===== config.mk =====
export PLATFORM = sky130hd
export DESIGN_NAME = tty_line_discipline
export DESIGN_NICKNAME = d
export VERILOG_FILES = /design/src/hdl/tld_pkg.sv /design/src/hdl/tld_ram.sv /design/src/hdl/tty_line_discipline.sv
export SDC_FILE = /design/constraint.sdc
export NUM_CORES = 2
export LEC_CHECK = 0
export BUFFER_PORTS_ARGS = -buffer_cell sky130_fd_sc_hd__buf_2
export CAP_MARGIN = 10
export CORE_ASPECT_RATIO = 0.75
export CORE_UTILIZATION = 45
export CTS_CLUSTER_SIZE = 12
export DETAILED_ROUTE_END_ITERATION = 6
export PLACE_DENSITY = 0.57
export SLEW_MARGIN = 20
export SYNTH_ARGS = -nofsm -noshare
export SYNTH_HDL_FRONTEND = slang
export SYNTH_HIERARCHICAL = 1
export SYNTH_MEMORY_MAX_BITS = 65536
export SYNTH_SLANG_ARGS = --single-unit
export TNS_END_PERCENT = 5

===== constraint.sdc =====
create_clock -name clk -period 26 [get_ports clk]
set_input_delay 7.8 -clock clk [delete_from_list [all_inputs] [get_ports clk]]
set_output_delay 7.8 -clock clk [all_outputs]
set_load 0.01 [all_outputs]

===== src/hdl/tld_pkg.sv =====
// tld_pkg: shared types, codes and constants of the tty line discipline
// no dependencies; imported by tty_line_discipline and the testbench
package tld_pkg;

  localparam int RING_DEPTH_DEF = 256;
  localparam int LINE_MAX_DEF   = 256;

  localparam int CFG_INDEX_W = 3;
  localparam int CFG_DATA_W  = 1;

  localparam logic [CFG_INDEX_W-1:0] CFG_CANONICAL  = 3'd0;
  localparam logic [CFG_INDEX_W-1:0] CFG_ECHO       = 3'd1;
  localparam logic [CFG_INDEX_W-1:0] CFG_SIGNAL     = 3'd2;
  localparam logic [CFG_INDEX_W-1:0] CFG_CR_TO_NL   = 3'd3;
  localparam logic [CFG_INDEX_W-1:0] CFG_NL_TO_CRNL = 3'd4;

  localparam logic [2:0] REQ_RX      = 3'd0;
  localparam logic [2:0] REQ_BREAK   = 3'd1;
  localparam logic [2:0] REQ_READ    = 3'd2;
  localparam logic [2:0] REQ_TX      = 3'd3;
  localparam logic [2:0] REQ_SERVICE = 3'd4;

  localparam logic [1:0] KIND_TX     = 2'd0;
  localparam logic [1:0] KIND_READ   = 2'd1;
  localparam logic [1:0] KIND_EMPTY  = 2'd2;
  localparam logic [1:0] KIND_STATUS = 2'd3;

  localparam logic [7:0] CH_NL  = 8'h0a;
  localparam logic [7:0] CH_CR  = 8'h0d;
  localparam logic [7:0] CH_ETX = 8'h03;
  localparam logic [7:0] CH_DEL = 8'h7f;
  localparam logic [7:0] CH_BS  = 8'h08;
  localparam logic [7:0] CH_SP  = 8'h20;

  typedef struct packed {
    logic [2:0] req_type;
    logic [7:0] data_byte;
  } in_t;

  typedef struct packed {
    logic [1:0] out_kind;
    logic [7:0] out_byte;
    logic       last;
    logic       do_attention;
    logic       do_interrupt;
    logic       do_poll_wake;
    logic [8:0] ring_fill;
  } out_t;

endpackage


===== src/hdl/tld_ram.sv =====
// tld_ram: generic single-write, single-read ram with registered read data
// no dependencies
module tld_ram #(
  parameter int WIDTH = 8,
  parameter int DEPTH = 256
) (
  input  logic                                  clk,
  input  logic                                  we,
  input  logic [(DEPTH > 1 ? $clog2(DEPTH) : 1)-1:0] waddr,
  input  logic [WIDTH-1:0]                      wdata,
  input  logic                                  re,
  input  logic [(DEPTH > 1 ? $clog2(DEPTH) : 1)-1:0] raddr,
  output logic [WIDTH-1:0]                      rdata
);

  logic [WIDTH-1:0] mem [DEPTH];

  always_ff @(posedge clk) begin
    if (we) begin
      mem[waddr] <= wdata;
    end
    if (re) begin
      rdata <= mem[raddr];
    end
  end

endmodule


===== src/hdl/tty_line_discipline.sv =====
// tty_line_discipline: console line discipline, one transaction at a time under a sequencer
// uses tld_pkg and two tld_ram instances (read ring, line store)
// results: each passes ST_EMIT and the output register; a read with data first passes ST_RDATA,
// and a canonical newline first copies the line through the line store in ST_COPY and ST_NLPUSH
// flow: in_ready only in idle, so requests go one at a time; output stalls hold ST_EMIT
// reset: control state and flags clear at once; ram contents are not cleared
module tty_line_discipline
  #(
  parameter int RING_DEPTH = tld_pkg::RING_DEPTH_DEF,
  parameter int LINE_MAX   = tld_pkg::LINE_MAX_DEF
) (
  input  logic                              clk,
  input  logic                              rst,
  input  logic                              in_valid,
  output logic                              in_ready,
  input  tld_pkg::in_t                      in_data,
  output logic                              out_valid,
  input  logic                              out_ready,
  output tld_pkg::out_t                     out_data,
  input  logic                              cfg_we,
  input  logic [tld_pkg::CFG_INDEX_W-1:0]   cfg_index,
  input  logic [tld_pkg::CFG_DATA_W-1:0]    cfg_data
);
  import tld_pkg::*;

  localparam int RA = (RING_DEPTH > 1) ? $clog2(RING_DEPTH) : 1;
  localparam int CW = $clog2(RING_DEPTH + 1);
  localparam int LA = (LINE_MAX > 1) ? $clog2(LINE_MAX) : 1;
  localparam int LW = $clog2(LINE_MAX + 1);

  localparam logic [2:0] ST_IDLE   = 3'd0;
  localparam logic [2:0] ST_COPY   = 3'd1;
  localparam logic [2:0] ST_NLPUSH = 3'd2;
  localparam logic [2:0] ST_RDATA  = 3'd3;
  localparam logic [2:0] ST_EMIT   = 3'd4;

  logic [2:0]    state;
  logic          canonical_mode, echo_enable, signal_enable, cr_to_nl, nl_to_crnl;
  logic [RA-1:0] ring_head, ring_tail;
  logic [CW-1:0] ring_count;
  logic [LW-1:0] line_length;
  logic [LW-1:0] copy_idx;
  logic          copy_pend;
  logic          interrupt_pending, attention_pending, wake_pending;
  logic          st_att, st_int, st_poll;
  logic [7:0]    ebuf [3];
  logic [1:0]    ecnt, eidx;
  logic [1:0]    cur_kind;

  logic          accept, out_free, emit;
  logic [7:0]    rx_b, stage_src;
  logic          is_sig, is_erase, is_nl, line_room, ring_nonempty;
  logic [7:0]    stage_b0, stage_b1;
  logic [1:0]    stage_cnt;
  logic          push_en, ring_wr, ring_take;
  logic [7:0]    push_byte;
  logic          line_we, line_re;
  logic [7:0]    line_rdata, ring_rdata;
  logic          copy_more;

  assign in_ready      = (state == ST_IDLE);
  assign accept        = in_valid && in_ready;
  assign out_free      = !out_valid || out_ready;
  assign emit          = (state == ST_EMIT) && out_free;
  assign rx_b          = (in_data.data_byte == CH_CR && cr_to_nl) ? CH_NL : in_data.data_byte;
  assign is_sig        = (rx_b == CH_ETX) && signal_enable;
  assign is_erase      = (rx_b == CH_DEL) || (rx_b == CH_BS);
  assign is_nl         = (rx_b == CH_NL);
  assign line_room     = line_length < LW'(LINE_MAX);
  assign ring_nonempty = ring_count != '0;
  assign stage_src     = (in_data.req_type == REQ_TX) ? in_data.data_byte : rx_b;
  assign copy_more     = copy_idx < line_length;

  // nl expansion for echo and transmit
  always_comb begin
    if (stage_src == CH_NL && nl_to_crnl) begin
      stage_b0  = CH_CR;
      stage_b1  = CH_NL;
      stage_cnt = 2'd2;
    end else begin
      stage_b0  = stage_src;
      stage_b1  = 8'h00;
      stage_cnt = 2'd1;
    end
  end

  always_comb begin
    push_en   = 1'b0;
    push_byte = 8'h00;
    case (state)
      ST_IDLE: begin
        if (accept && in_data.req_type == REQ_RX && !is_sig && !canonical_mode) begin
          push_en   = 1'b1;
          push_byte = rx_b;
        end
      end
      ST_COPY: begin
        push_en   = copy_pend;
        push_byte = line_rdata;
      end
      ST_NLPUSH: begin
        push_en   = 1'b1;
        push_byte = CH_NL;
      end
      default: begin
        push_en   = 1'b0;
        push_byte = 8'h00;
      end
    endcase
  end

  assign ring_wr   = push_en && (ring_count < CW'(RING_DEPTH));
  assign ring_take = accept && in_data.req_type == REQ_READ && ring_nonempty;
  assign line_we   = accept && in_data.req_type == REQ_RX && !is_sig && canonical_mode
                     && !is_erase && !is_nl && line_room;
  assign line_re   = (state == ST_COPY) && copy_more;

  tld_ram #(.WIDTH(8), .DEPTH(RING_DEPTH)) u_ring (
    .clk   (clk),
    .we    (ring_wr),
    .waddr (ring_tail),
    .wdata (push_byte),
    .re    (ring_take),
    .raddr (ring_head),
    .rdata (ring_rdata)
  );

  tld_ram #(.WIDTH(8), .DEPTH(LINE_MAX)) u_line (
    .clk   (clk),
    .we    (line_we),
    .waddr (line_length[LA-1:0]),
    .wdata (rx_b),
    .re    (line_re),
    .raddr (copy_idx[LA-1:0]),
    .rdata (line_rdata)
  );

  // configuration
  always_ff @(posedge clk) begin
    if (rst) begin
      canonical_mode <= 1'b0;
      echo_enable    <= 1'b0;
      signal_enable  <= 1'b1;
      cr_to_nl       <= 1'b0;
      nl_to_crnl     <= 1'b0;
    end else if (cfg_we) begin
      case (cfg_index)
        CFG_CANONICAL:  canonical_mode <= cfg_data[0];
        CFG_ECHO:       echo_enable    <= cfg_data[0];
        CFG_SIGNAL:     signal_enable  <= cfg_data[0];
        CFG_CR_TO_NL:   cr_to_nl       <= cfg_data[0];
        CFG_NL_TO_CRNL: nl_to_crnl     <= cfg_data[0];
        default: begin
        end
      endcase
    end
  end

  // ring pointers and pending flags
  always_ff @(posedge clk) begin
    if (rst) begin
      ring_head         <= '0;
      ring_tail         <= '0;
      ring_count        <= '0;
      interrupt_pending <= 1'b0;
      attention_pending <= 1'b0;
      wake_pending      <= 1'b0;
    end else begin
      if (ring_wr) begin
        ring_tail  <= (ring_tail == RA'(RING_DEPTH - 1)) ? '0 : ring_tail + 1'b1;
        ring_count <= ring_count + 1'b1;
        if (!ring_nonempty) begin
          wake_pending <= 1'b1;
        end
      end else if (ring_take) begin
        ring_head  <= (ring_head == RA'(RING_DEPTH - 1)) ? '0 : ring_head + 1'b1;
        ring_count <= ring_count - 1'b1;
      end
      if (accept && in_data.req_type == REQ_RX && is_sig) begin
        interrupt_pending <= 1'b1;
      end
      if (accept && in_data.req_type == REQ_BREAK) begin
        attention_pending <= 1'b1;
      end
      if (accept && in_data.req_type == REQ_SERVICE) begin
        interrupt_pending <= 1'b0;
        attention_pending <= 1'b0;
        wake_pending      <= 1'b0;
      end
    end
  end

  // sequencer
  always_ff @(posedge clk) begin
    if (rst) begin
      state       <= ST_IDLE;
      line_length <= '0;
      copy_idx    <= '0;
      copy_pend   <= 1'b0;
      ecnt        <= '0;
      eidx        <= '0;
      cur_kind    <= KIND_TX;
    end else begin
      case (state)
        ST_IDLE: begin
          if (accept) begin
            eidx     <= '0;
            cur_kind <= KIND_TX;
            ebuf[0]  <= stage_b0;
            ebuf[1]  <= stage_b1;
            ebuf[2]  <= 8'h00;
            ecnt     <= stage_cnt;
            case (in_data.req_type)
              REQ_RX: begin
                if (is_sig) begin
                  state <= ST_IDLE;
                end else if (canonical_mode) begin
                  if (is_erase) begin
                    if (line_length != '0) begin
                      line_length <= line_length - 1'b1;
                      ebuf[0] <= CH_BS;
                      ebuf[1] <= CH_SP;
                      ebuf[2] <= CH_BS;
                      ecnt    <= 2'd3;
                      state   <= echo_enable ? ST_EMIT : ST_IDLE;
                    end
                  end else if (is_nl) begin
                    copy_idx  <= '0;
                    copy_pend <= 1'b0;
                    ecnt      <= echo_enable ? stage_cnt : 2'd0;
                    state     <= ST_COPY;
                  end else if (line_room) begin
                    line_length <= line_length + 1'b1;
                    state       <= echo_enable ? ST_EMIT : ST_IDLE;
                  end
                end else begin
                  state <= echo_enable ? ST_EMIT : ST_IDLE;
                end
              end
              REQ_READ: begin
                ebuf[0]  <= 8'h00;
                ecnt     <= 2'd1;
                cur_kind <= KIND_EMPTY;
                state    <= ring_nonempty ? ST_RDATA : ST_EMIT;
              end
              REQ_TX: begin
                state <= ST_EMIT;
              end
              REQ_SERVICE: begin
                st_att   <= attention_pending;
                st_int   <= interrupt_pending && !attention_pending;
                st_poll  <= wake_pending;
                ebuf[0]  <= 8'h00;
                ecnt     <= 2'd1;
                cur_kind <= KIND_STATUS;
                state    <= ST_EMIT;
              end
              default: begin
                state <= ST_IDLE;
              end
            endcase
          end
        end
        ST_COPY: begin
          if (copy_more) begin
            copy_idx  <= copy_idx + 1'b1;
            copy_pend <= 1'b1;
          end else begin
            copy_pend <= 1'b0;
            if (!copy_pend) begin
              state <= ST_NLPUSH;
            end
          end
        end
        ST_NLPUSH: begin
          line_length <= '0;
          state       <= (ecnt != '0) ? ST_EMIT : ST_IDLE;
        end
        ST_RDATA: begin
          ebuf[0]  <= ring_rdata;
          cur_kind <= KIND_READ;
          state    <= ST_EMIT;
        end
        ST_EMIT: begin
          if (out_free) begin
            eidx <= eidx + 1'b1;
            if (eidx == ecnt - 1'b1) begin
              state <= ST_IDLE;
            end
          end
        end
        default: begin
          state <= ST_IDLE;
        end
      endcase
    end
  end

  // output register
  always_ff @(posedge clk) begin
    if (rst) begin
      out_valid <= 1'b0;
    end else if (emit) begin
      out_valid <= 1'b1;
    end else if (out_ready) begin
      out_valid <= 1'b0;
    end
  end

  always_ff @(posedge clk) begin
    if (emit) begin
      out_data.out_kind     <= cur_kind;
      out_data.out_byte     <= ebuf[eidx];
      out_data.last         <= (eidx == ecnt - 1'b1);
      out_data.do_attention <= (cur_kind == KIND_STATUS) && st_att;
      out_data.do_interrupt <= (cur_kind == KIND_STATUS) && st_int;
      out_data.do_poll_wake <= (cur_kind == KIND_STATUS) && st_poll;
      out_data.ring_fill    <= 9'(ring_count);
    end
  end

  a_ring_bound: assert property (@(posedge clk) disable iff (rst)
    ring_count <= CW'(RING_DEPTH))
    else $error("ring count beyond depth");

  a_line_bound: assert property (@(posedge clk) disable iff (rst)
    line_length <= LW'(LINE_MAX))
    else $error("line length beyond maximum");

  a_wake_on_push: assert property (@(posedge clk) disable iff (rst)
    ring_wr && !ring_nonempty |=> wake_pending)
    else $error("push into empty ring did not set wake flag");

  a_service_clears: assert property (@(posedge clk) disable iff (rst)
    accept && in_data.req_type == REQ_SERVICE |=>
      state == ST_EMIT && !interrupt_pending && !attention_pending && !wake_pending)
    else $error("service did not clear pending flags");

  a_status_only: assert property (@(posedge clk) disable iff (rst)
    out_valid && out_data.out_kind != KIND_STATUS |->
      !out_data.do_attention && !out_data.do_interrupt && !out_data.do_poll_wake)
    else $error("status bits on a non-status result");

  a_count_step: assert property (@(posedge clk) disable iff (rst)
    ring_wr |=> ring_count == $past(ring_count) + 1'b1)
    else $error("ring count did not follow a push");

endmodule


# Yosys cells after proc, flatten, opt, wreduce, memory -nomap -nowiden
# Memory sizes are Yosys's and may differ from the RTL's. A register that Yosys moved wholly into a read port is not among the register bits.
# Cells that the tools add are included.
[totals]
out_inout_bits = 25
mem_bits_rw = 4120
mem_count = 3
register_bits = 80
latchBits = 0
input_bits = 20
mem_bits_ro = 0
[mem_list]
columns = ["name", "words", "word_bits", "rd", "rd_clocked_by_memory_dff", "write_ports", "line_no", "rtl"]
rows = [
  ["u_line.mem", 256, 8, 1, 1, 1, "tld_ram.sv:16", "logic [WIDTH-1:0] mem [DEPTH];"],
  ["u_ring.mem", 256, 8, 1, 1, 1, "tld_ram.sv:16", ""],
  ["ebuf", 3, 8, 1, 1, 3, "tty_line_discipline.sv:46", "logic [7:0] ebuf [3];"],
]
[classes]
multipliers = 0
shifts = 0
n_eq_ne = 38
add_sub_neg = 9
n_reduce_logical = 61
mux = 105
n_lt_le_gt_ge = 3
n_bitwise = 9
n_div = 0
[ops]
columns = ["op", "count"]
rows = [
  ["two-way mux 9 bit", 17],
  ["two-way mux 8 bit", 12],
  ["two-way mux 3 bit", 14],
  ["two-way mux 1 bit", 40],
  ["case mux 9 bit (2 select lines)", 2],
  ["== test 8 x 4 -> 1 bit, second input constant", 4],
  ["adder 9 x 1 -> 9 bit, second input constant", 3],
  ["case mux 8 bit (3 select lines)", 1],
  ["logical AND 1 bit", 23],
  ["two-way mux 2 bit", 10],
  ["== test 3 x 2 -> 1 bit, second input constant", 6],
  ["< comparator 9 bit, second input constant", 2],
  ["AND reduction 2 bit", 9],
  ["nonzero test 9 bit", 2],
  ["subtractor 9 x 1 -> 9 bit, second input constant", 2],
  ["adder 8 x 1 -> 8 bit, second input constant", 2],
  ["== test 8 bit, second input constant", 2],
  ["case mux 2 bit (2 select lines)", 4],
  ["AND reduction 8 bit", 2],
  ["case mux 3 bit (5 select lines)", 1],
  ["AND reduction 7 bit", 2],
  ["nonzero test 2 bit", 7],
  ["!= test 2 bit, second input constant", 6],
  ["!= test 2 x 1 -> 1 bit, second input constant", 5],
  ["other kinds (26)", 47],
]

# Longest topological paths before layout
[logic_depth]
word_depth = 17
mapped_depth = 13

# Hierarchy
# Netlist, hierarchy kept.
[modules_own_cells]
columns = ["mod", "n_inst", "cells_per_inst", "area_each_um2"]
rows = [
  ["tld_ram", 2, 3733, 79636.4],
  ["tty_line_discipline", 1, 613, 5683.0],
]

# Least setup slack after synthesis
# Ideal clock, no wire load.
[synth_path]
path_kind = "input -> register"
from = "input in_data[4] in the netlist's numbering"
to = "memory u_ring.mem[0][1], data pin"
path_buffers = 0
setup_slack_ps = 9245
arrival_ps = 15217
cell_stages = 5
path_cell_list = "or3_1 nor2_1 and3_1 a21o_1 o2bb2ai_1"
[synth_via]
elab_chain_len = 10
[synth_lines]
columns = ["item", "line_no", "rtl"]
rows = [
  ["from (decl)", "tty_line_discipline.sv:16", "input tld_pkg::in_t in_data,"],
  ["== test 8 x 4 -> 1 bit *", "tty_line_discipline.sv:65", "assign rx_b = (in_data.data_byte == CH_CR && cr_to_nl) ? CH_NL : in_data.data_byte;"],
  ["logical AND 1 bit *", "tty_line_discipline.sv:65", ""],
  ["two-way mux 8 bit *", "tty_line_discipline.sv:65", ""],
  ["named net rx_b[1]", "tty_line_discipline.sv:51", "logic [7:0] rx_b, stage_src;"],
  ["== test 8 x 2 -> 1 bit", "tty_line_discipline.sv:66", "assign is_sig = (rx_b == CH_ETX) && signal_enable;"],
  ["logical AND 1 bit", "tty_line_discipline.sv:66", ""],
  ["logical NOT 1 bit", "tty_line_discipline.sv:92", "if (accept && in_data.req_type == REQ_RX && !is_sig && !canonical_mode) begin"],
  ["logical AND 1 bit (2 in a row)", "tty_line_discipline.sv:92", ""],
  ["two-way mux 8 bit *", "tty_line_discipline.sv:92", ""],
  ["case mux 8 bit (3 select lines) *", "tty_line_discipline.sv:90", "case (state)"],
  ["named net push_byte[1]", "tty_line_discipline.sv:56", "logic [7:0] push_byte;"],
  ["to (decl)", "tld_ram.sv:16", ""],
]
# The timed path passes the listed nets; every way through them passes the cells marked *.

# Worst setup path after layout
[layout_path]
from = "input in_data[4] in the netlist's numbering"
to = "memory u_ring.mem[10][1], data pin"
# Same word-level chain as after synthesis.

==> results.md <==
Place:
- The final HPWL from detailed placement is 285 mm.
- Once placement completed, the tool counted placed cells totaling roughly 13000.
- At the placement stage, the worst setup path has a slack of 13.88 ns.
- Routability-driven placement finished with a final weighted congestion of about 0.9.
- The count of buffers added on input and output ports is 44.

Global route:
- In the global route stage, overall resource usage came out at 0.243.
- Entering global routing, the biggest net connects 165 pins.
- For this run the aggregate overflow at the end of global routing stands at 0.
- The met2 track demand over resource in global routing is 0.328.
- The initial antenna violation count came to 36.
- After global routing, the most crowded layer is met1.
- In the global route stage, met1 resource usage came out at 0.387.
- The number of global-route vias before repair was 81800.
- For met3 alone, demand over resource in global routing was 0.0754.
- The wire length of the first global-routing pass is 639 mm.

Floorplanning:
- The floorplan step defined a core boundary enclosing around 360000 um2.
- For this design the top-level I/O count stands at 45.
- The area enclosed by the die boundary is 369000 um2.
- The number of rows in the core area is 192.
- Measured along the y axis, the die boundary spans roughly 530 um.
- The die boundary width is 701 um.
- For this configuration, the core starts out at a cell density of 0.452.

Cells and area:
- The count of fill cells added during filler insertion is about 29000.
- From synthesis to final layout, the design area changed by 10.6%.
- Measured on the finished design, the core utilization comes to 0.500.
- The share of layout cells above drive strength 1 is 0.205.
- The register area is 126000 um2.
- Leaving out fill and tap cells, the most frequent cells in the layout are edfxtp_1, mux4_2, nor2_1, clkbuf_16, mux2i_1.
- The area of the multi-input gates is 36600 um2.
- Leaving out fill and tap cells, the most frequent cell in the layout is edfxtp_1.
- After the last flow step, the layout net total stands at 8284.
- Leaving out filler cells and counting taps, the final layout contains 13300.

Critical path:
- In this run the worst setup path begins at in_data[4].
- STA puts the critical path data arrival time at 11.81 ns.
- The startpoint-to-endpoint class of the critical path is in2reg.
- The reg-to-reg critical path startpoint is ring_head[1].
- The worst register-to-register path ends at u_ring/rdata[5].
- The worst setup path is launched from an input port.
- The data required time of the worst path is ~27 ns.
- The peak fanout along the critical path is 136.
- The worst-case reg-to-reg path depth is 9.
- The slack of the worst reg-to-reg path is between 15 and 20 ns.
- The worst setup path is captured at a flop.

Timing:
- At the pin with the least slew margin, the transition time is roughly 1.3 ns.
- Setup repair after global routing left no endpoint under its margin.
- The total negative setup slack is 0 ns.
- Setup violations remaining at the end of the flow were counted as 0.
- Derived from the worst setup path, the maximum achievable clock frequency is 89.3 MHz.
- The portion of the clock cycle consumed by the worst path in the final layout is 0.431.
- Clock skew on the completed layout was measured at 0.0350 ns.
- The final-layout worst hold slack is 0.481 ns.
- The number of hold-slack violations in the final timing report is 0.
- In this run the tightest slew margin relative to its limit is 0.157.
- Setup slack on the critical path of the routed design comes to 14.80 ns.
- The post-layout minimum cycle time is 11.20 ns.
- The number of pins with negative max-slew slack in the final report is 0.

Pwr:
- In this run the static leakage power is approximately 55 nW.
- Across the VDD grid, the largest voltage drop is a little under 0.06 mV.
- In this run the power density over the cells is ~72 nW/um2.

Synthesis:
- The compound-cell area share of the yosys netlist came to 0.0393.
- The Yosys step of the flow raised 6 warnings.
- Counting every net in the synthesized netlist gives just over 8000.
- The summed instance area of the synthesized netlist is between 150000 and 200000 um2.
- The number of instances in the synthesized netlist is a little over 8000.
- The main flop type after synthesis is edfxtp_1.
- The average footprint of a synthesized cell is 20.4 um2.
- The proportion of synthesized chip area in sequential cells is 0.763.
- The synthesized flop and latch total is 4210.
- The count of distinct cell types in the synthesized netlist is 92.
- Counting flops with an async set or reset pin after synthesis yields a share of 0.
- The adder-cell share of the synthesized area is 0.00229.
- The portion of synthesized area spent on multiplexers is 0.142.
- The combinational family with the most area after synthesis is multiplexers.
- Of the total synthesized cell area, the portion taken by XOR and XNOR cells is 0.00133.
- The number of enable flip-flop cells after synthesis is 4146.
- Of the total synthesized cell area, the portion taken by AND, OR, NAND and NOR gates is 0.0332.

Hold path:
- The worst hold path stage count is 2.
- The type of the most critical hold path is reg2reg.
- In this run the most critical hold path is launched from ecnt[1].
- The worst-case hold path end point is ecnt[1].

Flow run:
- The reported max-cap violation count is 0.

Clocking:
- For this design, the CTS-stage hold fixing added 0 buffers.
- After clock tree synthesis, the clock-pin slew on the worst setup and hold paths is 0.06 ns.
- In this run the number of H-tree levels came out at 5.
- The root buffer cell chosen for the clock tree is clkbuf_16.
- The maximum count of clock buffers along a single path is 4.
- TritonCTS built the clock tree.
- In this run the post-CTS setup repair buffer count came out at 0.
- The insertion delay of the later-clocked pin in the worst-skew pair is ~0.95 ns.
- Buffers inserted during clock tree synthesis total approximately 420.
- Post-CTS repair changed the size of 0 cells.
- The CTS sink count is 4210.

Route:
- The first-pass iteration count of the detailed router is 6.
- The per-cell via count in the routed design is 6.33.
- The detail route stage leaves a number of antenna-violating nets equal to 0.
- The routed wire length per instance is 34.0 um.
- The routed layout has 84300 vias.
- The residual DRC count is 0.
- The routed design has 453 mm of wire.
- After the first detailed-routing iteration, the DRC count stood at 12100.

Status:
- The run finished with clean final reports.
report_power, final:
| part | internal [mW] | switching (mW) | total, mW |
|---|---|---|---|
| logic | 0.0862 | 0.206 | 0.293 |
| registers | 7.44 | 0.0105 | 7.45 |
| clock network | 3.00 | 2.45 | 5.45 |
worst max path at each step:
stage	to	slack [ns]	depth (start not counted)
6_report	u_ring/mem[10][1]	14.80	9
2_1_floorplan	u_ring/mem[0][1]	9.25	5
3_3_place_gp	u_ring/mem[10][1]	13.91	9
3_5_place_dp	u_ring/mem[9][1]	13.88	9
5_1_grt	u_ring/mem[26][1]	14.68	9
4_1_cts	u_ring/mem[10][1]	14.94	9
synthesized netlist by cell type (27+ instances only):
cell,instances,area share
o221ai_1,93,0.0049
a21oi_1,229,0.0069
inv_1,32,0.00073
a221oi_1,27,0.0014
clkbuf_1,246,0.0056
buf_1,45,0.0010
nor2b_1,71,0.0027
a22oi_1,269,0.012
nor3_1,61,0.0019
buf_4,54,0.0025
edfxtp_1,4146,0.75
buf_6,44,0.0030
mux2i_1,287,0.017
ha_1,27,0.0020
dfxtp_1,64,0.0078
nand4_1,28,0.0011
o21ai_0,37,0.0011
buf_2,66,0.0020
o22ai_1,57,0.0022
nor4_1,49,0.0019
nand3_1,87,0.0026
mux4_2,908,0.12
nor2_1,625,0.014
nand2_1,99,0.0023
a211oi_1,36,0.0016
nand2b_1,33,0.0013
sequential cells by signal, indices dropped and copies added (netlist names), 2 cells and up:
signal and cells:
ebuf 10, ecnt 2, eidx 2, u_ring/rdata 8, u_line/mem 2048, u_ring/mem 2048
ring_tail 8, line_length 9, state 3, cur_kind 2, u_line/rdata 8, ring_count 9
ring_head 8, copy_idx 9, out_data 23
critical path, stage by stage:
cell and delay (ns):
buf_8 0.15, or3_1 0.53, nor2_1 0.25, and3_1 0.24, a21o_4 0.32, o2bb2ai_4 0.16, buf_4 0.57, buf_4 0.86
buf_12 0.54
area by class of cell:
cell class / instances / share of cell area
antenna: 6 / 0.0000823
clock buffer: 546 / 0.0605
clock inverter: 111 / 0.00445
inverter: 35 / 0.000761
multi-input combinational: 3337 / 0.201
sequential: 4210 / 0.690
tap: 4850 / 0.0333
timing repair buffer: 235 / 0.0106
metal layers:
metal	share of wire	wire length (um)	vias up
met2	0.41	187000	4778
met1	0.44	201000	45100
met5	0.00017	77	-
met4	0.019	8500	14
met3	0.12	56500	539
li1	-	-	33900
metrics by stage:
step / cell area [um2] / power [mW]
after floorplan: 165000 / 7.80
after global placement: 170000 / 7.89
after detailed placement: 170000 / 7.89
after CTS: 182000 / 13.3
after global routing: 182000 / 13.5
final: 182000 / 13.2
cells by family (layout without fill, tap and decap cells):
kind of cell	Yosys count	in the layout
AND/OR/NAND/NOR	1164	1164
buffers and inverters	532	927
multiplexers	1202	1202
adder cells (fa/ha/maj)	29	29
XOR/XNOR	25	25
other	0	6
AO/OA/AOI/OAI	917	917
flip-flops	4210	4210
Power figures use the tool's default switching activity.
